### config.mk
export PLATFORM = sky130hd
export DESIGN_NAME = aes_ctrl
export DESIGN_NICKNAME = d
export VERILOG_FILES = /design/src/hdl/aes_pkg.sv /design/src/hdl/aes_ctrl.sv
export SDC_FILE = /design/constraint.sdc
export NUM_CORES = 1
export LEC_CHECK = 0
export ABC_CLOCK_PERIOD_IN_PS = 2300
export BUFFER_PORTS_ARGS = -buffer_cell sky130_fd_sc_hd__buf_2
export CAP_MARGIN = 20
export CORE_MARGIN = 2
export CORE_UTILIZATION = 46
export DETAILED_ROUTE_END_ITERATION = 6
export PLACE_DENSITY = 0.81
export SETUP_SLACK_MARGIN = 0.2
export SYNTH_ARGS = -nofsm -noshare
export SYNTH_HDL_FRONTEND = slang
export SYNTH_SLANG_ARGS = --single-unit
### constraint.sdc
create_clock -name clk_i -period 2.3 [get_ports clk_i]
set_clock_uncertainty 0.2 [all_clocks]
set_input_delay 0.575 -clock clk_i [delete_from_list [all_inputs] [get_ports clk_i]]
set_output_delay 0.575 -clock clk_i [all_outputs]
set_load 0.03 [all_outputs]
### src/hdl/aes_pkg.sv
// Package for the AES-128 cipher core: payload structs, mode codes, S-box tables
// and GF(2^8) helper functions. No dependencies.
package aes_pkg;

  localparam int unsigned NumRounds  = 10;
  localparam int unsigned StoreDepth = 22;

  typedef enum logic [1:0] {
    MODE_LOAD = 2'd0,
    MODE_ENC  = 2'd1,
    MODE_DEC  = 2'd2,
    MODE_NOP  = 2'd3
  } mode_e;

  typedef enum logic [1:0] {
    ST_IDLE = 2'd0,
    ST_KEY0 = 2'd1,
    ST_RUN  = 2'd2,
    ST_DONE = 2'd3
  } state_e;

  typedef struct packed {
    logic signed [63:0] data_hi;
    logic signed [63:0] data_lo;
    logic               key_half;
    logic [3:0]         key_slot;
    logic [1:0]         mode;
  } req_t;

  typedef struct packed {
    logic signed [63:0] out_hi;
    logic signed [63:0] out_lo;
  } rsp_t;

  // Controller to datapath commands
  typedef struct packed {
    logic       load_in;   // capture input block
    logic       init_key;  // first key addition
    logic       do_round;  // apply one round
    logic       last;      // final round, no mix
    logic       decrypt;
    logic [3:0] rd_round;  // round key number to fetch
    logic       out_load;  // move state into output register
  } cmd_t;

  function automatic logic [7:0] xtime(input logic [7:0] a);
    xtime = {a[6:0], 1'b0} ^ (a[7] ? 8'h1b : 8'h00);
  endfunction

  localparam logic [7:0] SBOX [256] = '{
    8'h63,8'h7c,8'h77,8'h7b,8'hf2,8'h6b,8'h6f,8'hc5,8'h30,8'h01,8'h67,8'h2b,8'hfe,8'hd7,8'hab,8'h76,
    8'hca,8'h82,8'hc9,8'h7d,8'hfa,8'h59,8'h47,8'hf0,8'had,8'hd4,8'ha2,8'haf,8'h9c,8'ha4,8'h72,8'hc0,
    8'hb7,8'hfd,8'h93,8'h26,8'h36,8'h3f,8'hf7,8'hcc,8'h34,8'ha5,8'he5,8'hf1,8'h71,8'hd8,8'h31,8'h15,
    8'h04,8'hc7,8'h23,8'hc3,8'h18,8'h96,8'h05,8'h9a,8'h07,8'h12,8'h80,8'he2,8'heb,8'h27,8'hb2,8'h75,
    8'h09,8'h83,8'h2c,8'h1a,8'h1b,8'h6e,8'h5a,8'ha0,8'h52,8'h3b,8'hd6,8'hb3,8'h29,8'he3,8'h2f,8'h84,
    8'h53,8'hd1,8'h00,8'hed,8'h20,8'hfc,8'hb1,8'h5b,8'h6a,8'hcb,8'hbe,8'h39,8'h4a,8'h4c,8'h58,8'hcf,
    8'hd0,8'hef,8'haa,8'hfb,8'h43,8'h4d,8'h33,8'h85,8'h45,8'hf9,8'h02,8'h7f,8'h50,8'h3c,8'h9f,8'ha8,
    8'h51,8'ha3,8'h40,8'h8f,8'h92,8'h9d,8'h38,8'hf5,8'hbc,8'hb6,8'hda,8'h21,8'h10,8'hff,8'hf3,8'hd2,
    8'hcd,8'h0c,8'h13,8'hec,8'h5f,8'h97,8'h44,8'h17,8'hc4,8'ha7,8'h7e,8'h3d,8'h64,8'h5d,8'h19,8'h73,
    8'h60,8'h81,8'h4f,8'hdc,8'h22,8'h2a,8'h90,8'h88,8'h46,8'hee,8'hb8,8'h14,8'hde,8'h5e,8'h0b,8'hdb,
    8'he0,8'h32,8'h3a,8'h0a,8'h49,8'h06,8'h24,8'h5c,8'hc2,8'hd3,8'hac,8'h62,8'h91,8'h95,8'he4,8'h79,
    8'he7,8'hc8,8'h37,8'h6d,8'h8d,8'hd5,8'h4e,8'ha9,8'h6c,8'h56,8'hf4,8'hea,8'h65,8'h7a,8'hae,8'h08,
    8'hba,8'h78,8'h25,8'h2e,8'h1c,8'ha6,8'hb4,8'hc6,8'he8,8'hdd,8'h74,8'h1f,8'h4b,8'hbd,8'h8b,8'h8a,
    8'h70,8'h3e,8'hb5,8'h66,8'h48,8'h03,8'hf6,8'h0e,8'h61,8'h35,8'h57,8'hb9,8'h86,8'hc1,8'h1d,8'h9e,
    8'he1,8'hf8,8'h98,8'h11,8'h69,8'hd9,8'h8e,8'h94,8'h9b,8'h1e,8'h87,8'he9,8'hce,8'h55,8'h28,8'hdf,
    8'h8c,8'ha1,8'h89,8'h0d,8'hbf,8'he6,8'h42,8'h68,8'h41,8'h99,8'h2d,8'h0f,8'hb0,8'h54,8'hbb,8'h16
  };

  localparam logic [7:0] INV_SBOX [256] = '{
    8'h52,8'h09,8'h6a,8'hd5,8'h30,8'h36,8'ha5,8'h38,8'hbf,8'h40,8'ha3,8'h9e,8'h81,8'hf3,8'hd7,8'hfb,
    8'h7c,8'he3,8'h39,8'h82,8'h9b,8'h2f,8'hff,8'h87,8'h34,8'h8e,8'h43,8'h44,8'hc4,8'hde,8'he9,8'hcb,
    8'h54,8'h7b,8'h94,8'h32,8'ha6,8'hc2,8'h23,8'h3d,8'hee,8'h4c,8'h95,8'h0b,8'h42,8'hfa,8'hc3,8'h4e,
    8'h08,8'h2e,8'ha1,8'h66,8'h28,8'hd9,8'h24,8'hb2,8'h76,8'h5b,8'ha2,8'h49,8'h6d,8'h8b,8'hd1,8'h25,
    8'h72,8'hf8,8'hf6,8'h64,8'h86,8'h68,8'h98,8'h16,8'hd4,8'ha4,8'h5c,8'hcc,8'h5d,8'h65,8'hb6,8'h92,
    8'h6c,8'h70,8'h48,8'h50,8'hfd,8'hed,8'hb9,8'hda,8'h5e,8'h15,8'h46,8'h57,8'ha7,8'h8d,8'h9d,8'h84,
    8'h90,8'hd8,8'hab,8'h00,8'h8c,8'hbc,8'hd3,8'h0a,8'hf7,8'he4,8'h58,8'h05,8'hb8,8'hb3,8'h45,8'h06,
    8'hd0,8'h2c,8'h1e,8'h8f,8'hca,8'h3f,8'h0f,8'h02,8'hc1,8'haf,8'hbd,8'h03,8'h01,8'h13,8'h8a,8'h6b,
    8'h3a,8'h91,8'h11,8'h41,8'h4f,8'h67,8'hdc,8'hea,8'h97,8'hf2,8'hcf,8'hce,8'hf0,8'hb4,8'he6,8'h73,
    8'h96,8'hac,8'h74,8'h22,8'he7,8'had,8'h35,8'h85,8'he2,8'hf9,8'h37,8'he8,8'h1c,8'h75,8'hdf,8'h6e,
    8'h47,8'hf1,8'h1a,8'h71,8'h1d,8'h29,8'hc5,8'h89,8'h6f,8'hb7,8'h62,8'h0e,8'haa,8'h18,8'hbe,8'h1b,
    8'hfc,8'h56,8'h3e,8'h4b,8'hc6,8'hd2,8'h79,8'h20,8'h9a,8'hdb,8'hc0,8'hfe,8'h78,8'hcd,8'h5a,8'hf4,
    8'h1f,8'hdd,8'ha8,8'h33,8'h88,8'h07,8'hc7,8'h31,8'hb1,8'h12,8'h10,8'h59,8'h27,8'h80,8'hec,8'h5f,
    8'h60,8'h51,8'h7f,8'ha9,8'h19,8'hb5,8'h4a,8'h0d,8'h2d,8'he5,8'h7a,8'h9f,8'h93,8'hc9,8'h9c,8'hef,
    8'ha0,8'he0,8'h3b,8'h4d,8'hae,8'h2a,8'hf5,8'hb0,8'hc8,8'heb,8'hbb,8'h3c,8'h83,8'h53,8'h99,8'h61,
    8'h17,8'h2b,8'h04,8'h7e,8'hba,8'h77,8'hd6,8'h26,8'he1,8'h69,8'h14,8'h63,8'h55,8'h21,8'h0c,8'h7d
  };

  // MixColumns on one column, forward or inverse
  function automatic logic [31:0] mix_col(input logic [31:0] c, input logic inv);
    logic [7:0] a [4];
    logic [7:0] x2 [4];
    logic [7:0] x4 [4];
    logic [7:0] x8 [4];
    logic [7:0] m9 [4];
    logic [7:0] mb [4];
    logic [7:0] md [4];
    logic [7:0] me [4];
    logic [7:0] m3 [4];
    logic [31:0] r;
    for (int i = 0; i < 4; i++) begin
      a[i]  = c[8*i +: 8];
      x2[i] = xtime(a[i]);
      x4[i] = xtime(x2[i]);
      x8[i] = xtime(x4[i]);
      m3[i] = x2[i] ^ a[i];
      m9[i] = x8[i] ^ a[i];
      mb[i] = x8[i] ^ x2[i] ^ a[i];
      md[i] = x8[i] ^ x4[i] ^ a[i];
      me[i] = x8[i] ^ x4[i] ^ x2[i];
    end
    for (int j = 0; j < 4; j++) begin
      if (inv) begin
        r[8*j +: 8] = me[j] ^ mb[(j+1)%4] ^ md[(j+2)%4] ^ m9[(j+3)%4];
      end else begin
        r[8*j +: 8] = x2[j] ^ m3[(j+1)%4] ^ a[(j+2)%4] ^ a[(j+3)%4];
      end
    end
    mix_col = r;
  endfunction

endpackage

### src/hdl/aes_ctrl.sv
// Controller for the AES-128 core: sequences key fetch and rounds per request.
// Depends on aes_pkg.
module aes_ctrl (
  input  logic                clk_i,
  input  logic                rst_ni,
  input  logic                in_valid_i,
  input  logic [1:0]          in_mode_i,
  output logic                in_ready_o,
  input  logic                out_valid_i,
  input  logic                out_ready_i,
  output aes_pkg::cmd_t       cmd_o
);

  aes_pkg::state_e state_q, state_d;
  logic [3:0] cnt_q, cnt_d;
  logic       dec_q, dec_d;
  logic       start;

  assign start = in_valid_i && in_ready_o &&
                 (in_mode_i == aes_pkg::MODE_ENC || in_mode_i == aes_pkg::MODE_DEC);

  // Next state
  always_comb begin
    state_d = state_q;
    cnt_d   = cnt_q;
    dec_d   = dec_q;
    unique case (state_q)
      aes_pkg::ST_IDLE: begin
        if (start) begin
          state_d = aes_pkg::ST_KEY0;
          cnt_d   = 4'd1;
          dec_d   = (in_mode_i == aes_pkg::MODE_DEC);
        end
      end
      aes_pkg::ST_KEY0: state_d = aes_pkg::ST_RUN;
      aes_pkg::ST_RUN: begin
        if (cnt_q == 4'(aes_pkg::NumRounds)) begin
          state_d = aes_pkg::ST_DONE;
        end
        cnt_d = cnt_q + 4'd1;
      end
      aes_pkg::ST_DONE: begin
        if (!out_valid_i || out_ready_i) begin
          state_d = aes_pkg::ST_IDLE;
        end
      end
      default: state_d = aes_pkg::ST_IDLE;
    endcase
  end

  // Outputs
  always_comb begin
    cmd_o          = '0;
    cmd_o.decrypt  = dec_q;
    in_ready_o     = (state_q == aes_pkg::ST_IDLE);
    unique case (state_q)
      aes_pkg::ST_IDLE: begin
        cmd_o.load_in  = start;
        cmd_o.decrypt  = (in_mode_i == aes_pkg::MODE_DEC);
        cmd_o.rd_round = (in_mode_i == aes_pkg::MODE_DEC) ? 4'(aes_pkg::NumRounds) : 4'd0;
      end
      aes_pkg::ST_KEY0: begin
        cmd_o.init_key = 1'b1;
        cmd_o.rd_round = dec_q ? 4'(aes_pkg::NumRounds) - cnt_q : cnt_q;
      end
      aes_pkg::ST_RUN: begin
        cmd_o.do_round = 1'b1;
        cmd_o.last     = (cnt_q == 4'(aes_pkg::NumRounds));
        cmd_o.rd_round = dec_q ? 4'(aes_pkg::NumRounds) - cnt_q - 4'd1 : cnt_q + 4'd1;
      end
      aes_pkg::ST_DONE: begin
        cmd_o.out_load = (!out_valid_i || out_ready_i);
      end
      default: ;
    endcase
  end

  always_ff @(posedge clk_i or negedge rst_ni) begin
    if (!rst_ni) begin
      state_q <= aes_pkg::ST_IDLE;
      cnt_q   <= '0;
      dec_q   <= 1'b0;
    end else begin
      state_q <= state_d;
      cnt_q   <= cnt_d;
      dec_q   <= dec_d;
    end
  end

`ifndef ASSERT_OFF
  a_run_bound: assert property (@(posedge clk_i) disable iff (!rst_ni)
    state_q == aes_pkg::ST_RUN |-> cnt_q >= 4'd1 && cnt_q <= 4'(aes_pkg::NumRounds))
    else $error("round count out of range");
  a_key0_run: assert property (@(posedge clk_i) disable iff (!rst_ni)
    state_q == aes_pkg::ST_KEY0 |=> state_q == aes_pkg::ST_RUN)
    else $error("key addition not followed by rounds");
  a_start_idle: assert property (@(posedge clk_i) disable iff (!rst_ni)
    start |=> state_q == aes_pkg::ST_KEY0)
    else $error("start missed");
`endif

endmodule

[Word level (Yosys, flattened, before mapping)]
Index checks and enable logic that the tools add are counted.
Storage, ports and cells
  register bits after elaboration: 7
  input bits: 7
  output and inout port bits: 11
Operators by class
  equal/unequal tests: 9
  reductions and logical operators: 10
  multiplexer cells: 15
  add/subtract/negate cells: 3
Operators by type and width (count)
  $mux 4: 4
  $pmux 4 s3: 1
  $mux 2: 4
  $pmux 2 s4: 1
  $pmux 4 s2: 1
  $eq 2x2->1 const B: 3
  $add 4x1->4 const B: 1
  $eq 2x1->1 const B: 2
  $eq 4x4->1 const B: 1
  $mux 1: 4
  $ne 2x2->1 const B: 2
  $reduce_and 2->1: 2
  $sub 4x1->4 const B: 1
  $sub 4x4->4 const A: 1
  $reduce_and 3->1: 1
  $logic_and 1x1->1: 2
  $logic_not 2->1: 1
  $logic_or 1x1->1: 2
  $ne 2x1->1 const B: 1
  $reduce_bool 2->1: 1
  $logic_not 1->1: 1

[Logic depth before layout (Yosys ltp)]
Gate-level depths: netlist of run 1.
  word-level depth: 5
  gate-level depth with buffers: 8
  gate-level depth less buffers: 7

[Worst setup path after synthesis of run 1]
Ideal clock, no wire load.
  path kind: register to output
  from: register state_q[0]
  to: output port cmd_o[3] (netlist bit)
  cell stages (with the launch flop): 9
  data arrival time: 1.992 ns
  data required time: 1.525 ns
  slack: -0.467 ns
  buffers on the path: 1
  path through: dfrtp_1 > inv_1 > ha_1 > buf_2 > nor2b_1 > nor2_1 > o22ai_1 > nand2_1 > a21oi_1
RTL lines
  start, declared: RTL line aes_ctrl.sv:14  | aes_pkg::state_e state_q, state_d;
  start signal, assigned: RTL line aes_ctrl.sv:80  | state_q <= aes_pkg::ST_IDLE;
  start signal, assigned: RTL line aes_ctrl.sv:84  | state_q <= state_d;
  end, declared: RTL line aes_ctrl.sv:11  | output aes_pkg::cmd_t cmd_o

==> results of run 1 <==
[final cells by class]
type                       instances  area, um2  area share, %
sequential                         7        180           13.1
timing repair buffer              44        392           28.4
multi-input combinational         66        709           51.4
clock buffer                       4       26.3           1.90
tap                               16       20.0           1.45
inverter                          10       52.6           3.81
[final timing paths]
| kind | from | to | cells after the start |
|---|---|---|---|
| max | cnt_q[1] | cmd_o[4] | 7 |
| min | state_q[1] | state_q[1] | 1 |
| max reg2reg | state_q[1] | state_q[1] | 10 |
| min reg2reg | state_q[1] | state_q[1] | 1 |
| max in group asynchronous | rst_ni | state_q[1] | 2 |
| min in group asynchronous | rst_ni | cnt_q[3] | 2 |
[per-stage QoR]
step                instances  setup WS (ps)  TNS [ps]  hold slack, ps
global route              147           -490     -1040             427
floorplan                  87           20.6         0            79.4
global placement          130           -119      -119             219
CTS                       139           -400      -657             394
finish                    147           -413      -791             420
detailed placement        130           -172      -172             216
[layer usage]
metal	GRT usage, %	vias up	share of wire [%]
li1	-	386	-
met1	29.3	383	42
met2	43.8	41	53
met3	2.45	4	3.6
met4	9.09	0	1.5
met5	0	-	0
[sequential cells by signal (all words and copies together) (netlist names)]
| name | cells |
|---|---|
| state_q | 2 |
| dec_q | 1 |
| cnt_q | 4 |
[cell usage in the layout, fill, tap and decap left out, types with 2 or more instances in the layout]
cell and count:
dfrtp_2 4, nor2b_4 3, o21ai_0 3, dfrtp_1 3, o21a_1 2, inv_2 4
a21oi_1 2, ha_2 3, xnor2_1 2, clkbuf_4 3, nand2_1 13, buf_2 7
nor2_1 2, inv_1 4, a222oi_1 2, a21oi_4 2, ha_4 7, buf_6 17
nor2_2 3, buf_4 18, nand2_2 2
[where the power goes]
group | switching, uW | internal [uW] | total [uW] | leakage (uW)
registers | 119 | 190 | 309 | 0.0000816
clock network | 54.5 | 66.8 | 121 | 0.0000150
logic | 988 | 1010 | 2000 | 0.000526
[repair_timing]
action | in CTS | in global routing
pin swaps | 3 | 8
endpoints found under the hold margin | 7 | 0
gates resized for setup | 31 | 30
buffers inserted | 4 | 8
hold buffers | 1 | 0
endpoints found under the setup margin | 9 | 9
[cell families after synthesis]
group / Yosys count
flops: 7
xor+xnor: 4
compound gates: 19
simple gates: 29
fa+ha+maj: 10
mux: 4
buf+inv: 14
[critical path, delay by kind of cell, from the launching register on]
kind / cells / cell delay (ps)
fa+ha+maj: 1 / 200
flops: 1 / 490
compound gates: 1 / 150
xor+xnor: 1 / 200
buf+inv: 1 / 140
simple gates: 3 / 500
==> results.ini, run 1 <==
[timing]
worst_pin_slew_ps=373
setup_viol=4
rsz0062_at_grt=true
hold_violations=0
finalMaxSlewViolations=0
min_period_ps=2710
setup_ws_ps=-413
worst_slew_margin_rel_pct=75.1
max_freq_mhz=369
period_share_pct=118

[die]
die_y_um=44.3
core_um2=1520
die_area_um2=1970
start_util_pct=49.1
row_count=14
die_x_um=44.3
ios=18

[routing]
vias=814
antenna_left=0
wirelength_mm=2.61
drc=0
routedWlPerCell_um=17.8
dr.pass1.iters=4
drtIter0Drc=15
vias_per_cell=5.54

[logic_synthesis]
synth_seq_area_share_pct=23.4
synth.top_cells.by_area=dfrtp_1 (23%), ha_1 (17%), nand2_1 (7.0%), inv_1 (5.0%), xnor3_1 (3.0%)
async_reset_ff_share_pct=100
synth_top_family_by_area=simple AND/OR/NAND/NOR gates
syn_nets=104
yosysMostFrequentCell=nand2_1
synth-adder-area-share_pct=16.7
synth.distinct_cells=33
synth_edf_count=0
synth-simple-area-share_pct=20.9
muxShareOfSynthArea_pct=5.69
ys_top_cells_by_count=nand2_1 (14), ha_1 (10), inv_1 (10)
synth_xor_area_share_pct=6.52
synth_flop_cell=dfrtp_1
synth_compound_area_share_pct=17.9
yosys.area.top_type=dfrtp_1
avgSynthCellArea_um2=8.60
synth_top_area_share_pct=23.4
synth_area_um2=748
ys_ff_latch=7
yosys_warnings=0
syn-instance-count=87

[worst_setup_path]
cp.required_ps=1520
slowest_stage=dfrtp_2
slowest_delay_ps=490
crit_type=reg -> out
critPathLaunchType=register
rrSetupSlack_ps=160
cp_max_fo=6
crit_chain=ha_4 > nor2b_4 > nor4_4 > xnor3_1 > nand3_2 > a21oi_4 > buf_6
cp.arrival_ps=1940
worst_setup_path_end_kind=primary output

[cts]
cts_sinks=7
clkTransAtPathRegs_ps=60
htree_num_levels=1
cts_buffers=3
clk_latency_ps=260
cts_tree=done
cts_buffer_depth=2
cts_root_buffer=clkbuf_4

[global_routing]
grt_pass1_vias=746
antenna_found_initial=0
grt_max_degree=9
overflow=0
grt_usage_pct=24.2
grt_pass1_wl_mm=3.33

[finish]
drive_gt1_share_pct=65.6
nFillCells=59
stdcell_area_um2=1380
final_util_pct=90.6
diodes=0
syn_to_final_growth_pct=84.4
layout.nets=149

[status]
status=finished with violations
violations=setup timing

[placement]
globalplace.congestion=0.815
port_buffers=17
place_area_um2=1030
dp_hpwl_mm=1.51

[power]
ir_worst_vdd_v=0.00136
powerDensity_nw_per_um2=1760
total_power_uw=2430
p_leak_uw=0.000623

[worst_hold_path]
min_path_type=reg -> reg

[run]
drv_cap=0

Power figures use the tool's default switching activity.
==> run 2: changes to the inputs <==
--- a/config.mk
+++ b/config.mk
@@ -9,9 +9,9 @@
 export BUFFER_PORTS_ARGS = -buffer_cell sky130_fd_sc_hd__buf_2
 export CAP_MARGIN = 20
 export CORE_MARGIN = 2
-export CORE_UTILIZATION = 46
+export CORE_UTILIZATION = 45
 export DETAILED_ROUTE_END_ITERATION = 6
-export PLACE_DENSITY = 0.81
+export PLACE_DENSITY = 0.8
 export SETUP_SLACK_MARGIN = 0.2
 export SYNTH_ARGS = -nofsm -noshare
 export SYNTH_HDL_FRONTEND = slang
==> run 2 against run 1 <==
The flow still finishes with violations (setup timing). Fmax grew 1.2%. Sequential cell count is the same. Cell count grew 4.8%. Register-to-register slack lost 460 ps. Die area grew 2.0%. Design area grew 0.73%. First-iteration DRC count grew to 5.1 times the previous value. Wire length grew 23%. Power shrank 1.4%. Critical endpoint unchanged. Largest cell class unchanged. Highest routed layer unchanged.
==> results.ini, run 2 (synthesis gave the netlist of run 1 again) <==
[finish]
largest_register=cnt_q
multi_input_area_um2=707  ; -0.35%
nFillCells=55  ; -6.8%
diodes=0  ; unchanged
syn_to_final_growth_pct=85.8
layout.nets=156  ; +4.7%
seqCellArea_um2=180  ; unchanged
largest_reg_flops=4  ; unchanged
final_util_pct=91.2  ; +0.66 points
layout_commonest_cell=buf_4
final_cell_mix=buf_4 (30), nand2_1 (13), buf_6 (11)
drive_gt1_share_pct=65.9  ; +0.29 points
reg_top3=cnt_q (4), state_q (2), dec_q (1)

[worst_setup_path]
slowest_stage=dfrtp_2
cp.required_ps=1520  ; about the same
reg2reg_depth=15  ; +5
worst-path-buf-inv=2  ; +1
crit_type=reg -> out
worst_setup_path_end_kind=primary output
slowest_delay_ps=470  ; -20 ps
cp.arrival_ps=1910  ; -30 ps
crit_path_start=cnt_q[1]
crit_chain=buf_12 > ha_4 > nor4_4 > xnor3_1 > nand3_2 > a21oi_4 > buf_6
critPathLaunchType=register
cp_max_fo=4  ; -2
crit_cells=7  ; unchanged
worstReg2RegStart=cnt_q[1]
rrSetupSlack_ps=-300  ; -460 ps
crit_family=flip-flops

[placement]
post-place-ws_ps=-154  ; +17.6 ps
port_buffers=17  ; unchanged
globalplace.congestion=0.790  ; -3.0%
dp_hpwl_mm=1.44  ; -4.4%

[routing]
antenna_left=0  ; unchanged
drtIter0Drc=77  ; +62
vias_per_cell=5.90  ; +6.6%
wirelength_mm=3.20  ; +23%
routedWlPerCell_um=20.8  ; +17%
drc=0  ; unchanged
dr.pass1.iters=4  ; unchanged
vias=909  ; +12%

[global_routing]
antenna_found_initial=0  ; unchanged
grt_max_degree=10  ; +1
grt_pass1_wl_mm=4.36  ; +31%
overflow=0  ; unchanged
grt_usage_pct=30.6  ; +6.4 points
grt_pass1_vias=912  ; +22%

[timing]
min_period_ps=2680  ; -31.3 ps
worst_pin_slew_ps=422  ; +49.6 ps
rsz0062_at_grt=true
hold_violations=0  ; unchanged
hold_slack_ps=395  ; -24.4 ps
tns_ps=-1290  ; -499 ps
period_share_pct=117  ; -1.4 points
finalMaxSlewViolations=0  ; unchanged
max_freq_mhz=373  ; +1.2%
setup_ws_ps=-382  ; +31.3 ps
setup_viol=4  ; unchanged
worst_slew_margin_rel_pct=71.8  ; -3.3 points

[worst_hold_path]
min_path_type=reg -> reg
worstHoldStart=state_q[1]
hold_depth=1  ; unchanged

[cts]
cts_buffers=3  ; unchanged
cts_sinks=7  ; unchanged
cts_tree=done
htree_num_levels=1  ; unchanged
clkTransAtPathRegs_ps=60  ; about the same
cts_buffer_depth=2  ; unchanged
cts_root_buffer=clkbuf_4
clk_latency_ps=270  ; about the same

[power]
powerDensity_nw_per_um2=1720  ; -2.1%
ir_worst_vdd_v=0.00126  ; -7.5%
p_leak_uw=0.000660  ; +5.9%
total_power_uw=2400  ; -1.4%

[die]
die_y_um=44.8  ; +1.0%
core_um2=1520  ; unchanged
die_x_um=44.8  ; +1.0%
start_util_pct=49.1  ; unchanged
ios=18  ; unchanged
row_count=14  ; unchanged
die_area_um2=2000  ; +2.0%

[run]
drv_cap=0  ; unchanged

[status]
status=finished with violations
violations=setup timing

-- run 2: changes by cell type in the layout (fill, tap and decap cells not counted), sizes merged --
cell / before / now
inv: 9 / 10
clkinv: 1 / 0
buf: 43 / 50
-- run 2: area by class of cell --
class                      instances  area share, %
tap                               16           1.44
multi-input combinational         66           50.9
sequential                         7           13.0
clock buffer                       4           1.89
inverter                          10           2.70
timing repair buffer              51           30.2
-- run 2: per-layer routing --
metal	GRT usage [%]	share of wire, %	vias to the layer above
met2	60.3	51	59
li1	-	-	398
met1	32.5	36	436
met3	4.80	7.7	16
met4	10.0	5.6	0
met5	0	0	-
-- run 2: timing repair --
action,CTS,global route
pin swaps,10,5
hold buffers,1,0
buffers inserted,17,2
hold endpoints to repair,7,0
gates resized for setup,32,11
setup endpoints to repair,8,11
-- run 2: path summary, 6_finish.rpt --
path | endpoint
min in group asynchronous | state_q[1]
max reg2reg | cnt_q[3]
min reg2reg | state_q[1]
min | state_q[1]
max | cmd_o[4]
max in group asynchronous | cnt_q[2]
-- run 2: through the flow --
stage	cells	cell area [um2]
6_report	154	1390
5_1_grt	154	1390
4_1_cts	152	1320
3_5_place_dp	130	1030
3_3_place_gp	130	1030
2_1_floorplan	87	857
-- run 2: where the power goes --
group / switching, uW / leakage [uW] / internal, uW / total (uW)
clock network: 55.9 / 0.0000150 / 66.9 / 123
logic: 1010 / 0.000563 / 959 / 1970
registers: 117 / 0.0000816 / 190 / 307
-- run 2: worst reg2reg max path, cell delays in order, from the launching register on --
cell and delay (ps):
dfrtp_2 450, buf_12 140, ha_4 140, nand2_4 50, buf_4 130, buf_4 130, buf_4 130, buf_4 120
buf_4 120, buf_4 120, buf_4 120, buf_4 120, buf_4 130, a211oi_2 180, a21oi_1 80, o21ai_1 160
==> run 3: changes to the inputs <==
--- a/config.mk
+++ b/config.mk
@@ -11,7 +11,7 @@
 export CORE_MARGIN = 2
 export CORE_UTILIZATION = 45
 export DETAILED_ROUTE_END_ITERATION = 6
-export PLACE_DENSITY = 0.8
+export PLACE_DENSITY = 0.72
 export SETUP_SLACK_MARGIN = 0.2
 export SYNTH_ARGS = -nofsm -noshare
 export SYNTH_HDL_FRONTEND = slang
==> run 3 against run 2 <==
Sequential cell count did not move. First-iteration DRC count decreased by 51%. Fmax decreased by 1.7%. Non-clock buffer count unchanged. Cell count unchanged. Clock power decreased by 3%. The flow still finishes with violations (setup timing). Via count shrank 2.5%. Combinational power increased by 5%. Sequential power about the same. Critical path depth rose by 2. Wire length is 7.3% lower.
==> results.ini, run 3 (synthesis gave the netlist of run 1 again) <==
[status]
status=finished with violations
violations=setup timing

[finish]
largest_register=cnt_q
largest_reg_flops=4  ; unchanged
reg_top3=cnt_q (4), state_q (2), dec_q (1)
final_util_pct=90.6  ; -0.57 points
final_cell_mix=buf_4 (24), buf_6 (17), nand2_1 (12)
syn_to_final_growth_pct=84.6
diodes=0  ; unchanged
layout.nets=156  ; unchanged
layout_commonest_cell=buf_4
drive_gt1_share_pct=66.7  ; +0.72 points
stdcell_count=154  ; unchanged

[timing]
period_share_pct=119  ; +2.0 points
hold_slack_ps=411  ; +15.8 ps
worst_pin_slew_ps=444  ; +21.2 ps
setup_ws_ps=-429  ; -47.1 ps
max_freq_mhz=366  ; -1.7%
setup_viol=4  ; unchanged
min_period_ps=2730  ; +47.1 ps
finalMaxSlewViolations=0  ; unchanged
hold_violations=0  ; unchanged
worst_slew_margin_rel_pct=70.4  ; -1.4 points
rsz0062_at_grt=true

[routing]
drtIter0Drc=38  ; -51%
routedWlPerCell_um=19.3  ; -7.3%
vias=886  ; -2.5%
dr.pass1.iters=4  ; unchanged
vias_per_cell=5.75  ; -2.5%
antenna_left=0  ; unchanged
drc=0  ; unchanged
wirelength_mm=2.97  ; -7.3%

[cts]
htree_num_levels=1  ; unchanged
cts_sinks=7  ; unchanged
cts_buffers=3  ; unchanged
clkTransAtPathRegs_ps=60  ; about the same
clk_latency_ps=260  ; about the same
cts_root_buffer=clkbuf_4
cts_buffer_depth=2  ; unchanged
cts_tree=done

[power]
powerDensity_nw_per_um2=1800  ; +4.4%
p_leak_uw=0.000658  ; -0.20%
ir_worst_vdd_v=0.00123  ; -2.6%

[run]
drv_cap=0  ; unchanged

[global_routing]
grt_max_degree=12  ; +2
overflow=0  ; unchanged
grt_pass1_wl_mm=3.73  ; -14%
grt_usage_pct=25.9  ; -4.7 points
antenna_found_initial=0  ; unchanged
grt_pass1_vias=857  ; -6.0%

[worst_hold_path]
hold_end=state_q[1]
worstHoldStart=state_q[1]
hold_depth=1  ; unchanged
min_path_type=reg -> reg

[worst_setup_path]
reg2reg_depth=10  ; -5
cp.arrival_ps=1950  ; +40 ps
worstReg2RegStart=state_q[0]
crit_chain=inv_2 > ha_2 > nor2b_4 > o21ai_2 > xnor2_1 > a222oi_1 > buf_4 > a21oi_4 > buf_6
cp_max_fo=3  ; -1
slowest_delay_ps=420  ; -50 ps
slowest_stage=dfrtp_2
worstReg2RegEnd=state_q[1]
worst_setup_path_end_kind=primary output
cp.required_ps=1520  ; about the same
crit_type=reg -> out
critPathLaunchType=register
rrSetupSlack_ps=200  ; +500 ps

[placement]
dp_cells=129  ; -0.77%
port_buffers=17  ; unchanged
dp_hpwl_mm=1.48  ; +2.8%
globalplace.congestion=0.786  ; -0.49%

[die]
die_area_um2=2000  ; unchanged
row_count=14  ; unchanged
die_x_um=44.8  ; unchanged
core_um2=1520  ; unchanged
ios=18  ; unchanged
start_util_pct=49.1  ; unchanged
die_y_um=44.8  ; unchanged

run 3: cell types whose count changed in the layout (fill, tap and decap cells not counted), sizes merged:
cell | previous run | this run
clkbuf | 4 | 3
clkinv | 0 | 1
run 3: worst max-delay path by stage:
stage	start	end	slack [ps]
floorplan	cnt_q[1]	cmd_o[4]	20
global placement	cnt_q[1]	cmd_o[4]	-140
detailed placement	cnt_q[1]	cmd_o[4]	-180
CTS	cnt_q[1]	cmd_o[4]	-410
global route	cnt_q[2]	cmd_o[4]	-530
finish	cnt_q[2]	cmd_o[4]	-430
run 3: critical path: cells and delay by family, from the launching register on:
family          cells  cell delay (ps)
compound gates      3              410
xor+xnor            1              160
buf+inv             3              400
flops               1              420
fa+ha+maj           1              160
simple gates        1              150
run 3: area by class of cell:
class / instances / area (um2)
inverters: 10 / 40.0
repair buffers: 51 / 437
flip-flops and latches: 7 / 180
well taps: 16 / 20.0
clock inverters: 1 / 5.00
clock buffers: 3 / 22.5
fillers: 64 / 143
multi-input cells: 66 / 677
run 3: routing by layer:
layer	part of all wire [%]	wire length, um	track usage (%)
met3	6.8	201	2.80
met1	41	1220	29.6
met2	49	1460	47.5
met4	2.9	85	12.4
met5	0	0	0
run 3: repair_timing:
action | in CTS | in global routing
setup buffers | 11 | 9
hold endpoints to repair | 7 | 0
hold buffers | 1 | 0
resized for setup | 28 | 20
pin swaps | 11 | 6
setup endpoints to repair | 8 | 10
run 3: report_power, final:
part / internal, uW / switching, uW / total [uW] / leakage, uW
registers: 190 / 114 / 304 / 0.0000816
logic: 1040 / 1020 / 2060 / 0.000559
clock network: 64.0 / 54.8 / 119 / 0.0000177
run 3: metrics by stage:
step                total power (uW)  instance area, um2  setup slack, ps  TNS (ps)
floorplan                       1320                 857             20.6         0
global placement                1600                1020             -139      -139
detailed placement              1640                1020             -185      -192
CTS                             2070                1240             -407     -1020
global route                    2590                1380             -530     -1410
finish                          2480                1380             -429     -1190
